### src/rtl/mcrm_pkg.sv
`timescale 1ns / 1ps

package mcrm_pkg;

    // sizing of the node table and the send rings
    localparam int NUM_NODES    = 16;
    localparam int BUFFER_BYTES = 32768;
    localparam int RING_SLOTS   = 4;

    localparam int NODE_W    = 4;
    localparam int NODE_AW   = $clog2(NUM_NODES);
    localparam int SLOT_W    = $clog2(RING_SLOTS);
    localparam int OFS_W     = 16;
    localparam int MSG_W     = 14;
    localparam int TIME_W    = 48;
    localparam int ADDR_W    = 23;
    localparam int PAY_W     = 15;
    localparam int HDR_W     = 8;
    localparam int TOT_W     = 17;
    localparam int BUF_SHIFT = $clog2(BUFFER_BYTES);

    localparam logic [MSG_W-1:0] MSGS_MAX = {MSG_W{1'b1}};

    // up to three result beats per command
    localparam int MAX_RES   = 3;
    localparam int RES_CNT_W = 2;

    localparam int FILL_W = RING_SLOTS + 2 * SLOT_W + MSG_W + OFS_W;

    // configuration register indexes
    localparam int CFG_IDX_W = 3;
    localparam logic [CFG_IDX_W-1:0] CFG_BYTE_TH  = CFG_IDX_W'(0);
    localparam logic [CFG_IDX_W-1:0] CFG_COUNT_TH = CFG_IDX_W'(1);
    localparam logic [CFG_IDX_W-1:0] CFG_MAX_AGE  = CFG_IDX_W'(2);
    localparam logic [CFG_IDX_W-1:0] CFG_HEADER   = CFG_IDX_W'(3);
    localparam logic [CFG_IDX_W-1:0] CFG_OWN_NODE = CFG_IDX_W'(4);
    localparam logic [CFG_IDX_W-1:0] CFG_ACTIVE   = CFG_IDX_W'(5);

    typedef enum logic [1:0] {
        CMD_SEND  = 2'd0,
        CMD_REPLY = 2'd1,
        CMD_POLL  = 2'd2,
        CMD_FLUSH = 2'd3
    } t_cmd;

    typedef enum logic [1:0] {
        KIND_PLACED     = 2'd0,
        KIND_DISPATCHED = 2'd1,
        KIND_BUSY       = 2'd2,
        KIND_TOO_LARGE  = 2'd3
    } t_kind;

    // per-node ring and fill word
    typedef struct packed {
        logic [RING_SLOTS-1:0] replies;
        logic [SLOT_W-1:0]     tail;
        logic [SLOT_W-1:0]     head;
        logic [MSG_W-1:0]      msgs;
        logic [OFS_W-1:0]      offset;
    } t_fill;

    typedef struct packed {
        t_cmd              cmd;
        logic [NODE_W-1:0] node;
        logic [PAY_W-1:0]  payload;
        logic [1:0]        blk;
        logic [TIME_W-1:0] now;
    } t_item;

    typedef struct packed {
        logic [OFS_W-1:0]  byte_th;
        logic [MSG_W-1:0]  count_th;
        logic [TIME_W-1:0] max_age;
        logic [HDR_W-1:0]  header;
        logic [3:0]        own_node;
        logic [4:0]        active_nodes;
    } t_cfg;

    typedef struct packed {
        t_kind             kind;
        logic [NODE_W-1:0] dest_node;
        logic [1:0]        slot;
        logic [OFS_W-1:0]  byte_count;
        logic [ADDR_W-1:0] local_address;
        logic [ADDR_W-1:0] remote_address;
    } t_result;

endpackage

### src/rtl/mcrm_ram.sv
`timescale 1ns / 1ps

module mcrm_ram #(
    parameter int WIDTH = 8,
    parameter int DEPTH = 16
) (
    input  logic                     i_clk,
    input  logic                     i_we,
    input  logic [$clog2(DEPTH)-1:0] i_waddr,
    input  logic [WIDTH-1:0]         i_wdata,
    input  logic                     i_re,
    input  logic [$clog2(DEPTH)-1:0] i_raddr,
    output logic [WIDTH-1:0]         o_rdata
);

    logic [WIDTH-1:0] r_mem [DEPTH];

    always_ff @(posedge i_clk) begin
        if (i_we) begin
            r_mem[i_waddr] <= i_wdata;
        end
        if (i_re) begin
            o_rdata <= r_mem[i_raddr];
        end
    end

endmodule

### src/rtl/mcrm_update.sv
`timescale 1ns / 1ps

module mcrm_update
    import mcrm_pkg::*;
(
    input  t_item                  i_item,
    input  t_cfg                   i_cfg,
    input  t_fill                  i_fill,
    input  logic [TIME_W-1:0]      i_oldest,
    input  logic                   i_age_hit,
    input  logic                   i_too_large,
    input  logic                   i_need_force,
    input  logic [TOT_W-1:0]       i_total,
    output t_result                o_res [MAX_RES],
    output logic [RES_CNT_W-1:0]   o_res_cnt,
    output logic                   o_wr,
    output t_fill                  o_fill,
    output logic [TIME_W-1:0]      o_oldest
);

    function automatic logic [SLOT_W-1:0] f_inc(input logic [SLOT_W-1:0] s);
        return (s == SLOT_W'(RING_SLOTS - 1)) ? '0 : SLOT_W'(s + 1'b1);
    endfunction

    function automatic t_result f_disp_res(input t_fill f, input logic [NODE_W-1:0] n,
                                           input logic [ADDR_W-1:0] bl,
                                           input logic [ADDR_W-1:0] br);
        t_result r;
        r                = t_result'('0);
        r.kind           = KIND_DISPATCHED;
        r.dest_node      = n;
        r.slot           = 2'(f.head);
        r.byte_count     = f.offset;
        r.local_address  = bl;
        r.remote_address = br;
        return r;
    endfunction

    function automatic t_fill f_disp_fill(input t_fill f);
        t_fill g;
        g                 = f;
        g.replies[f.head] = 1'b0;
        g.head            = f_inc(f.head);
        g.offset          = '0;
        g.msgs            = '0;
        return g;
    endfunction

    logic [ADDR_W-1:0]    base_l;
    logic [ADDR_W-1:0]    base_r;
    logic                 disp_ok;
    logic                 hit;
    logic                 age2;
    logic                 auto_hit;
    logic [RES_CNT_W-1:0] k;
    t_fill                f1;
    t_fill                f2;

    // buffer base addresses in the outbound and inbound areas
    assign base_l = ADDR_W'((ADDR_W'(i_cfg.own_node) * ADDR_W'(i_cfg.active_nodes)
                    + ADDR_W'(i_item.node)) << BUF_SHIFT);
    assign base_r = ADDR_W'((ADDR_W'(i_item.node) * ADDR_W'(i_cfg.active_nodes)
                    + ADDR_W'(i_cfg.own_node)) << BUF_SHIFT);

    // head buffer holds something and the ring has a free slot
    assign disp_ok = (i_fill.msgs != '0) && (f_inc(i_fill.head) != i_fill.tail);
    assign hit     = (i_fill.offset >= i_cfg.byte_th) || (i_fill.msgs >= i_cfg.count_th)
                     || i_age_hit;

    always_comb begin
        for (int i = 0; i < MAX_RES; i++) begin
            o_res[i] = t_result'('0);
        end
        o_res_cnt = '0;
        o_wr      = 1'b0;
        o_fill    = i_fill;
        o_oldest  = i_oldest;
        f1        = i_fill;
        f2        = i_fill;
        k         = '0;
        age2      = 1'b0;
        auto_hit  = 1'b0;

        case (i_item.cmd)
            CMD_SEND: begin
                if (i_too_large) begin
                    o_res[0].kind      = KIND_TOO_LARGE;
                    o_res[0].dest_node = i_item.node;
                    o_res_cnt          = RES_CNT_W'(1);
                end else if (i_need_force && !disp_ok) begin
                    o_res[0].kind       = KIND_BUSY;
                    o_res[0].dest_node  = i_item.node;
                    o_res[0].slot       = 2'(i_fill.head);
                    o_res[0].byte_count = i_fill.offset;
                    o_res_cnt           = RES_CNT_W'(1);
                end else begin
                    // forced dispatch to make room
                    if (i_need_force) begin
                        o_res[0] = f_disp_res(i_fill, i_item.node, base_l, base_r);
                        f1       = f_disp_fill(i_fill);
                        k        = RES_CNT_W'(1);
                    end
                    o_res[k].kind          = KIND_PLACED;
                    o_res[k].dest_node     = i_item.node;
                    o_res[k].slot          = 2'(f1.head);
                    o_res[k].byte_count    = f1.offset;
                    o_res[k].local_address = ADDR_W'(base_l + ADDR_W'(f1.offset));
                    k                      = RES_CNT_W'(k + 1'b1);

                    f2        = f1;
                    f2.offset = OFS_W'(TOT_W'(f1.offset) + i_total);
                    if (f1.msgs != MSGS_MAX) begin
                        f2.msgs = MSG_W'(f1.msgs + 1'b1);
                    end
                    // first message of the buffer restarts the age at zero
                    if (f1.msgs == '0) begin
                        o_oldest = i_item.now;
                        age2     = (i_cfg.max_age == '0);
                    end else begin
                        age2     = i_age_hit;
                    end
                    auto_hit = (f_inc(f2.head) != f2.tail)
                               && ((f2.offset >= i_cfg.byte_th)
                                   || (f2.msgs >= i_cfg.count_th) || age2);
                    o_fill = f2;
                    if (auto_hit) begin
                        o_res[k] = f_disp_res(f2, i_item.node, base_l, base_r);
                        o_fill   = f_disp_fill(f2);
                        k        = RES_CNT_W'(k + 1'b1);
                    end
                    o_res_cnt = k;
                    o_wr      = 1'b1;
                end
            end
            CMD_REPLY: begin
                if (32'(i_item.blk) < RING_SLOTS) begin
                    f1.replies[SLOT_W'(i_item.blk)] = 1'b1;
                    // retire acknowledged slots from the tail
                    for (int i = 0; i < RING_SLOTS - 1; i++) begin
                        if (f1.tail != f1.head && f1.replies[f1.tail]) begin
                            f1.tail = f_inc(f1.tail);
                        end
                    end
                    o_fill = f1;
                    o_wr   = 1'b1;
                end
            end
            CMD_POLL: begin
                if (disp_ok && hit) begin
                    o_res[0]  = f_disp_res(i_fill, i_item.node, base_l, base_r);
                    o_fill    = f_disp_fill(i_fill);
                    o_res_cnt = RES_CNT_W'(1);
                    o_wr      = 1'b1;
                end
            end
            default: begin
                // flush: age cleared, dispatch forced
                o_oldest = '0;
                o_wr     = 1'b1;
                if (disp_ok) begin
                    o_res[0]  = f_disp_res(i_fill, i_item.node, base_l, base_r);
                    o_fill    = f_disp_fill(i_fill);
                    o_res_cnt = RES_CNT_W'(1);
                end
            end
        endcase
    end

endmodule

### src/rtl/message_coalescing_ring_manager.sv
`timescale 1ns / 1ps

// message coalescing ring manager: per destination node a ring of send buffers
// (head, tail, reply marks) and the fill of the head buffer (bytes, message
// count, oldest time) live in two 16-entry synchronous memories. every command
// beat does one read-modify-write of its node: the beat is taken in the idle
// state, the memories answer in the read state, where the age and room checks
// are registered, and the calc state builds the results and writes the node
// back. result beats follow in the output state, one per cycle while the sink is
// ready; a command gives 0 to 3 result beats. a new command is taken only after
// the last result beat of the previous one has been delivered, which also keeps
// accesses to one node from overlapping.
// results per command: send gives placed (with an optional forced dispatch in
// front and an automatic dispatch behind), busy or too large; poll and flush
// give at most one dispatch; a reply gives nothing. tlast marks the final
// result beat of a command. the node table comes out of reset empty through
// per-entry valid bits, so no clearing pass is needed. configuration writes are
// always taken (ready tied high) and must only happen while the block is idle.

module message_coalescing_ring_manager
    import mcrm_pkg::*;
(
    input  logic                 i_clk,
    input  logic                 i_rst_n,
    // command channel
    input  logic                 s_axis_tvalid,
    output logic                 s_axis_tready,
    input  logic [71:0]          s_axis_tdata,   // node, payload_bytes, reply_block, now
    input  logic [1:0]           s_axis_tuser,   // command
    // result channel
    output logic                 m_axis_tvalid,
    input  logic                 m_axis_tready,
    output logic [71:0]          m_axis_tdata,   // dest_node, slot, byte_count,
                                                 // local_address, remote_address
    output logic [1:0]           m_axis_tuser,   // kind
    output logic                 m_axis_tlast,
    // configuration write channel
    input  logic                 i_cfg_valid,
    output logic                 o_cfg_ready,
    input  logic [CFG_IDX_W-1:0] i_cfg_index,
    input  logic [TIME_W-1:0]    i_cfg_data
);

    localparam int OUT_BITS = NODE_W + 2 + OFS_W + 2 * ADDR_W;

    typedef enum logic [1:0] {
        S_IDLE,
        S_READ,
        S_CALC,
        S_OUT
    } t_state;

    t_state               r_state;
    t_item                r_item;
    t_cfg                 r_cfg;
    t_fill                r_fill;
    logic [TIME_W-1:0]    r_oldest;
    logic                 r_age_hit;
    logic                 r_too_large;
    logic                 r_need_force;
    logic [TOT_W-1:0]     r_total;
    logic [NUM_NODES-1:0] r_valid;
    t_result              r_res [MAX_RES];
    logic [RES_CNT_W-1:0] r_res_cnt;
    logic [RES_CNT_W-1:0] r_res_idx;

    logic                 s_fire;
    logic                 m_fire;
    logic                 res_last;
    t_item                in_item;
    logic [FILL_W-1:0]    fill_q;
    logic [TIME_W-1:0]    oldest_q;
    t_fill                fill_rd;
    logic [TIME_W-1:0]    oldest_rd;
    logic [TIME_W-1:0]    age;
    logic [TOT_W-1:0]     total;
    t_result              n_res [MAX_RES];
    logic [RES_CNT_W-1:0] n_res_cnt;
    logic                 n_wr;
    t_fill                n_fill;
    logic [TIME_W-1:0]    n_oldest;
    logic                 ram_we;
    t_result              out_res;

    assign s_axis_tready = (r_state == S_IDLE);
    assign s_fire        = s_axis_tvalid && s_axis_tready;
    assign m_fire        = m_axis_tvalid && m_axis_tready;
    assign o_cfg_ready   = 1'b1;

    // unpack the command beat
    always_comb begin
        in_item.cmd     = t_cmd'(s_axis_tuser);
        in_item.node    = s_axis_tdata[3:0];
        in_item.payload = s_axis_tdata[18:4];
        in_item.blk     = s_axis_tdata[20:19];
        in_item.now     = s_axis_tdata[68:21];
    end

    // node table: ring and fill word, and oldest message time
    assign ram_we = (r_state == S_CALC) && n_wr;

    mcrm_ram #(
        .WIDTH (FILL_W),
        .DEPTH (NUM_NODES)
    ) u_fill_ram (
        .i_clk   (i_clk),
        .i_we    (ram_we),
        .i_waddr (r_item.node[NODE_AW-1:0]),
        .i_wdata (n_fill),
        .i_re    (s_fire),
        .i_raddr (in_item.node[NODE_AW-1:0]),
        .o_rdata (fill_q)
    );

    mcrm_ram #(
        .WIDTH (TIME_W),
        .DEPTH (NUM_NODES)
    ) u_time_ram (
        .i_clk   (i_clk),
        .i_we    (ram_we),
        .i_waddr (r_item.node[NODE_AW-1:0]),
        .i_wdata (n_oldest),
        .i_re    (s_fire),
        .i_raddr (in_item.node[NODE_AW-1:0]),
        .o_rdata (oldest_q)
    );

    // never-written entries read as the reset value (all zero)
    assign fill_rd   = r_valid[r_item.node[NODE_AW-1:0]] ? t_fill'(fill_q) : t_fill'('0);
    assign oldest_rd = r_valid[r_item.node[NODE_AW-1:0]] ? oldest_q : '0;
    assign age       = TIME_W'(r_item.now - oldest_rd);
    assign total     = TOT_W'(r_cfg.header) + TOT_W'(r_item.payload);

    mcrm_update u_update (
        .i_item       (r_item),
        .i_cfg        (r_cfg),
        .i_fill       (r_fill),
        .i_oldest     (r_oldest),
        .i_age_hit    (r_age_hit),
        .i_too_large  (r_too_large),
        .i_need_force (r_need_force),
        .i_total      (r_total),
        .o_res        (n_res),
        .o_res_cnt    (n_res_cnt),
        .o_wr         (n_wr),
        .o_fill       (n_fill),
        .o_oldest     (n_oldest)
    );

    // result beat currently on the bus
    assign out_res      = r_res[r_res_idx];
    assign res_last     = (r_res_idx == RES_CNT_W'(r_res_cnt - 1'b1));
    assign m_axis_tvalid = (r_state == S_OUT);
    assign m_axis_tlast  = res_last;
    assign m_axis_tuser  = out_res.kind;
    assign m_axis_tdata  = {(72 - OUT_BITS)'(0), out_res.remote_address,
                            out_res.local_address, out_res.byte_count,
                            out_res.slot, out_res.dest_node};

    // configuration registers
    always_ff @(posedge i_clk) begin
        if (!i_rst_n) begin
            r_cfg.byte_th      <= OFS_W'(16384);
            r_cfg.count_th     <= MSG_W'(8417);
            r_cfg.max_age      <= TIME_W'(50000);
            r_cfg.header       <= HDR_W'(24);
            r_cfg.own_node     <= '0;
            r_cfg.active_nodes <= 5'd16;
        end else if (i_cfg_valid && o_cfg_ready) begin
            case (i_cfg_index)
                CFG_BYTE_TH:  r_cfg.byte_th      <= i_cfg_data[OFS_W-1:0];
                CFG_COUNT_TH: r_cfg.count_th     <= i_cfg_data[MSG_W-1:0];
                CFG_MAX_AGE:  r_cfg.max_age      <= i_cfg_data;
                CFG_HEADER:   r_cfg.header       <= i_cfg_data[HDR_W-1:0];
                CFG_OWN_NODE: r_cfg.own_node     <= i_cfg_data[3:0];
                CFG_ACTIVE:   r_cfg.active_nodes <= i_cfg_data[4:0];
                default: begin
                end
            endcase
        end
    end

    // sequencer: accept, read, update and write back, deliver result beats
    always_ff @(posedge i_clk) begin
        if (!i_rst_n) begin
            r_state   <= S_IDLE;
            r_valid   <= '0;
            r_res_cnt <= '0;
            r_res_idx <= '0;
        end else begin
            case (r_state)
                S_IDLE: begin
                    if (s_fire) begin
                        r_item <= in_item;
                        // nodes beyond the table are dropped silently
                        if (32'(in_item.node) < NUM_NODES) begin
                            r_state <= S_READ;
                        end
                    end
                end
                S_READ: begin
                    r_fill       <= fill_rd;
                    r_oldest     <= oldest_rd;
                    r_total      <= total;
                    r_age_hit    <= (age >= r_cfg.max_age);
                    r_too_large  <= (total >= TOT_W'(BUFFER_BYTES));
                    r_need_force <= ((TOT_W'(fill_rd.offset) + total) > TOT_W'(BUFFER_BYTES));
                    r_state      <= S_CALC;
                end
                S_CALC: begin
                    if (n_wr) begin
                        r_valid[r_item.node[NODE_AW-1:0]] <= 1'b1;
                    end
                    r_res     <= n_res;
                    r_res_cnt <= n_res_cnt;
                    r_res_idx <= '0;
                    r_state   <= (n_res_cnt == '0) ? S_IDLE : S_OUT;
                end
                S_OUT: begin
                    if (m_fire) begin
                        if (res_last) begin
                            r_state <= S_IDLE;
                        end else begin
                            r_res_idx <= RES_CNT_W'(r_res_idx + 1'b1);
                        end
                    end
                end
                default: begin
                    r_state <= S_IDLE;
                end
            endcase
        end
    end

endmodule
### config.mk
export PLATFORM = sky130hd
export DESIGN_NAME = message_coalescing_ring_manager
export DESIGN_NICKNAME = d
export VERILOG_FILES = /design/src/rtl/mcrm_pkg.sv /design/src/rtl/mcrm_ram.sv /design/src/rtl/mcrm_update.sv /design/src/rtl/message_coalescing_ring_manager.sv
export SDC_FILE = /design/constraint.sdc
export NUM_CORES = 2
export LEC_CHECK = 0
export ABC_AREA = 1
export BUFFER_PORTS_ARGS = -buffer_cell sky130_fd_sc_hd__buf_4
export CAP_MARGIN = 20
export CORE_MARGIN = 3
export CORE_UTILIZATION = 40
export DETAILED_ROUTE_END_ITERATION = 12
export GPL_TIMING_DRIVEN = 1
export SYNTH_ARGS = -nofsm -noshare
export SYNTH_HDL_FRONTEND = slang
export SYNTH_SLANG_ARGS = --single-unit
export TNS_END_PERCENT = 5
### constraint.sdc
create_clock -name i_clk -period 14.2 [get_ports i_clk]
set_clock_uncertainty 0.15 [all_clocks]
set_input_delay 0.71 -clock i_clk [delete_from_list [all_inputs] [get_ports i_clk]]
set_output_delay 0.71 -clock i_clk [all_outputs]
set_load 0.1 [all_outputs]
# After elaboration in Yosys (flattened, before gate mapping)
# Memory sizes are Yosys's and may differ from the RTL's. A register that Yosys moved wholly into a read port is not among the register bits.
# Index checks and enable logic that the tools add are counted.
[word_totals] reg_bits=503 ramBits=1376 input_bits=130 out_inout_bits=78 n_memories=2
[mem_list] memory="u_time_ram.r_mem" depth=16 width=48 read_ports=1 rd_ports_with_merged_regs=1 wr=1 line_no="mcrm_ram.sv:16" text="logic [WIDTH-1:0] r_mem [DEPTH];"
[mem_list] memory="u_fill_ram.r_mem" depth=16 width=38 read_ports=1 rd_ports_with_merged_regs=1 wr=1 line_no="mcrm_ram.sv:16"
[classes] add_sub_neg=17 mul=2 magnitude_cmp=23 eq_ne=26 muxes=107 bitwise_logic=10 n_reduce_logical=43
[op_table] op="$bwmux W210" count=6
[op_table] op="$demux W70 S2" count=6
[op_table] op="$mux W70" count=7
[op_table] op="$mux W38" count=9
[op_table] op="$mux W210" count=1
[op_table] op="$pmux W70 S3" count=1
[op_table] op="$mux W69" count=3
[op_table] op="$mux W204" count=1
[op_table] op="$mux W48" count=4
[op_table] op="$mux W186" count=1
[op_table] op="$bmux W70 S2" count=1
[op_table] op="$pmux W38 S3" count=1
[op_table] op="$pmux W48 S2" count=1
[op_table] op="$mux W68" count=1
[op_table] op="$mux W64" count=1
[op_table] op="$mux W62" count=1
[op_table] op="$mux W14" count=4
[op_table] op="$ge A48 B48 Y1" count=1
[op_table] op="$logic_not A48 Y1" count=1
[op_table] op="$sub A48 B48 Y48" count=1
[op_table] op="$mux W46" count=1
[op_table] op="$mux W2" count=22
[op_table] op="$ge A16 B16 Y1" count=2
[op_table] op="$ge A14 B14 Y1" count=2
[op_table] op="other kinds (57)" count=149

# Depth between registers and ports, before layout
[depth] depth_word=26 depth_mapped=35

# Cells and area by module
# From an unflattened synthesis, not the netlist that was laid out.
[hier_totals] hier_cells=9775 hier_area_um2=95343.9
[modules_own_cells] module="mcrm_ram (u_time_ram)" instances=1 cells_each=3167 area_per_inst_um2=34489.3 seq_area_each_um2=24503.5
[modules_own_cells] module="mcrm_ram (u_fill_ram)" instances=1 cells_each=2512 area_per_inst_um2=27307.4 seq_area_each_um2=19398.6
[modules_own_cells] module="message_coalescing_ring_manager" instances=1 cells_each=2471 area_per_inst_um2=24227.0 seq_area_each_um2=13933.4
[modules_own_cells] module="mcrm_update" instances=1 cells_each=1625 area_per_inst_um2=9320.2 seq_area_each_um2=0.0

# Worst setup path before layout
# OpenSTA, ideal clock, no wires.
[synth_path] kind="input-to-reg" from="in i_rst_n" to="reg r_res[100] (netlist name), enable pin" arrival_ns=7.419 required_ns=13.392 path_slack_ns=5.973 path_stages=4 path_cell_list="clkbuf_1 inv_1 clkbuf_1 nor2_1"
[synth_via] elab_chain_cells=1
[synth_rtl] item="start: declaration" line_no="message_coalescing_ring_manager.sv:24" text="input logic i_rst_n,"
[synth_rtl] item="$reduce_and A2 Y1 (no source line)"
[synth_rtl] item="end signal: assignment" line_no="message_coalescing_ring_manager.sv:214" text="r_res <= n_res;"
[synth_rtl] item="end: declaration" line_no="message_coalescing_ring_manager.sv:63" text="t_result r_res [MAX_RES];"
# No other way between the ends.
# A chain may end at the register's enable or synchronous reset.

# Worst setup path after layout
[layout_path] from="reg r_item[66] (netlist name)" to="reg r_age_hit, data pin"
[layout_via] elab_chain_cells=5
[layout_rtl] item="start: declaration" line_no="message_coalescing_ring_manager.sv:54" text="t_item r_item;"
[layout_rtl] item="start signal: assignment" line_no="message_coalescing_ring_manager.sv:194" text="r_item <= in_item;"
[layout_rtl] item="$bmux W1 S4" line_no="message_coalescing_ring_manager.sv:130" text="assign oldest_rd = r_valid[r_item.node[NODE_AW-1:0]] ? oldest_q : '0;"
[layout_rtl] item="$mux W1 (not written as such)" line_no="message_coalescing_ring_manager.sv:130"
[layout_rtl] item="$mux W48" line_no="message_coalescing_ring_manager.sv:130"
[layout_rtl] item="named net oldest_rd[0]" line_no="message_coalescing_ring_manager.sv:74" text="logic [TIME_W-1:0] oldest_rd;"
[layout_rtl] item="$sub A48 B48 Y48" line_no="message_coalescing_ring_manager.sv:131" text="assign age = TIME_W'(r_item.now - oldest_rd);"
[layout_rtl] item="$ge A48 B48 Y1" line_no="message_coalescing_ring_manager.sv:205" text="r_age_hit <= (age >= r_cfg.max_age);"
[layout_rtl] item="end signal: assignment" line_no="message_coalescing_ring_manager.sv:205"
[layout_rtl] item="end: declaration" line_no="message_coalescing_ring_manager.sv:58" text="logic r_age_hit;"
# The timed path passes the listed nets, and every way through them passes these cells. The select of a mux whose other input is x is not followed.

==> results.yml <==
clock_tree:
  path_clk_slew_ps: 60
  htreeDepth: 4
  postCtsResizedCells: 0
  clock_latency_ps: 850
  root_buffer: "clkbuf_16"
  cts_tree: "done"
  cts_buffer_depth: 3
  clock_sinks: 1903
  cts_buffers: 194
  cts_hold_buffers: 86
  post_cts_buffers: 0
cells_and_area:
  fillers: 19357
  nets: 7951
  seq_area_mm2: 0.0560
  area.growth.synth_to_final_pct: 13.5
  utilization: 0.457
  drive_above_1_share: 0.0928
  final_area_mm2: 0.0981
  stdcell_count: 10573
  multi_input_area_mm2: 0.0256
critical_path:
  reg2regPathDepth: 31
  start_kind: "register"
  crit_arrival_ps: 7830
  cp-end-kind: "register"
  path_buf_inv: 7
  critical_path_class: "register to register"
  worst-path-stages: 31
  crit_family: "compound AO/OA/AOI/OAI gates"
  critical_path_required_ps: 14610
  startpoint: "r_item[66]"
  cp_common_cell: "nand2_1"
  cp_max_fo: 47
  cpPeakStageDelay_ps: 670
  worstReg2RegStart: "r_item[66]"
  cp_slowest_cell: "buf_4"
sta:
  setup_viol: 0
  rsz0062_at_grt: "no"
  hold_violations: 0
  finalSetupTns_ps: 0
  min_period_over_period: 0.522
  setup_slack_ps: 6790
  period_needed_ps: 7410
  final-max-slew-violation-count: 0
  worst_slew_pin_slew_ps: 1150
  max_slew_margin: 0.231
  fmax_ghz: 0.135
synthesis:
  synthArstFlopShare: 0
  ys_ff_latch: 1903
  synth_area_mm2: 0.0865
  synth_most_common_cell: "edfxtp_1"
  synthDominantCellAreaShare: 0.620
  synth_area_per_cell_um2: 11.8
  synth.area.top_cells: "edfxtp_1 62%, a21oi_1 4.1%, mux2i_1 4.0%, inv_1 3.7%, o21ai_0 3.6%"
  ys_top_cells_by_count: "1786 x edfxtp_1, 860 x inv_1, 702 x a21oi_1, 652 x nand2_1, 625 x o21ai_0"
  ys.flop_type: "edfxtp_1"
  yosys_warnings: 0
  synth_largest_area_cell: "edfxtp_1"
  syn_inst: 7343
  yosysSeqAreaShare: 0.647
  yosysUniqueCellTypes: 66
  synth-edff-count: 1786
floorplanning:
  die_h_um: 471
  ioPinCount: 208
  fp.coreArea_mm2: 0.215
  start_util: 0.402
  rows: 170
  die-area_mm2: 0.222
  die_w_um: 471
worst_hold_path:
  min_from: "i_cfg_data[43]"
  worstHoldPathCells: 3
  hp-class: "input port to register"
power_and_ir_drop:
  power.density_mw_per_mm2: 139
  leakagePower_nw: 37.1
  ir_drop_mv: 0.126
grt:
  grt_max_degree: 198
  grt_pass1_vias: 55035
  antenna_found_initial: 5
  grt_pass1_wl_um: 358000
  grt_usage: 0.214
  overflow: 0
placement:
  dpl.hpwl_um: 138000
  placed_area_mm2: 0.0906
  routabilityCongestion: 0.909
  port_buffers: 184
  pre_cts_slack_ps: 6990
  dp.cells: 10072
detailed_routing:
  antenna_left: 0
  drtIter0Drc: 5760
  drt-wirelength-per-cell_um: 23.1
  drc: 0
  dr.pass1.iters: 6
  vias: 57457
  viasPerCell: 5.43
  drt_wl_total_um: 244000
flow_run:
  max_cap_violations: 0
run_status:
  status: "finished clean"
==> registers in the layout, indices dropped and copies added (netlist names), 16 cells and up <==
signal and flops:
r_res 148, r_oldest 48, u_time_ram.o_rdata 48, r_total 16
u_fill_ram.o_rdata 38, r_cfg 95, r_valid 16, u_time_ram.r_mem 768
u_fill_ram.r_mem 608, r_fill 38, r_item 71
==> per-layer routing <==
metal	part of all wire	track usage	routed length, um
met1	0.44	0.307	108000
met2	0.46	0.341	112000
met3	0.071	0.0298	17300
met4	0.025	0.0565	6000
met5	0	0	0
==> cell type report <==
type | instances | area share
clock inverters | 122 | 0.0126
well taps | 2838 | 0.0362
repair buffers | 391 | 0.0330
inverters | 885 | 0.0350
diodes | 6 | 0.000153
multi-input cells | 4184 | 0.261
clock buffers | 244 | 0.0518
flip-flops and latches | 1903 | 0.570
==> placed cells by master (no fill, tap or decap), drive strengths merged, types with 78 or more instances in the layout <==
cell type,instances
o211ai,380
o21ai,655
clkbuf,247
ha,243
nand3,265
xor2,78
mux2i,344
clkinv,86
dlygate4sd3,86
nor2,452
nand2,675
edfxtp,1786
buf,302
dfxtp,117
inv,897
a21oi,704
==> worst register-to-register path: cells and delay by family (launching register included) <==
family / cells / cell delay (ps)
xor gates and xnor gates: 1 / 170
adders and majority gates: 3 / 1020
buffers and inverters: 7 / 1610
and+or+nand+nor: 11 / 1620
AOI/OAI and AO/OA: 9 / 2020
DFF: 1 / 590
==> per-stage QoR <==
step / total power [mW] / hold slack (ps)
after global placement: 8.59 / 291
after floorplan: 8.01 / 283
final: 13.7 / 47.3
after detailed placement: 8.63 / 303
after CTS: 13.7 / 1.39
after global routing: 14.2 / 31.6
==> final timing paths <==
kind | slack, ps | to
worst max-delay path | 6790 | r_age_hit
worst min-delay path | 50 | r_cfg[60]
worst max register to register | 6790 | r_age_hit
worst min register to register | 310 | r_valid[1]
==> where the power goes <==
| part | total (mW) | leakage, nW | internal [mW] | switching, mW |
|---|---|---|---|---|
| registers | 6.57 | 17.3 | 6.48 | 0.0966 |
| logic | 1.99 | 16.7 | 0.509 | 1.48 |
| clock network | 5.11 | 3.09 | 2.90 | 2.21 |
==> kinds of logic (layout without fill, tap and decap cells) <==
kind of cell | count (synthesis) | in the layout | synth area share
other cells | 2 | 41 | 0.0000869
mux | 344 | 344 | 0.0398
fa+ha+maj | 262 | 262 | 0.0396
buf+inv | 1289 | 1642 | 0.0585
flops | 1903 | 1903 | 0.647
simple gates | 1505 | 1505 | 0.0750
compound gates | 1923 | 1923 | 0.128
xor+xnor | 115 | 115 | 0.0118
No activity file was read; power rests on OpenSTA's default activity.
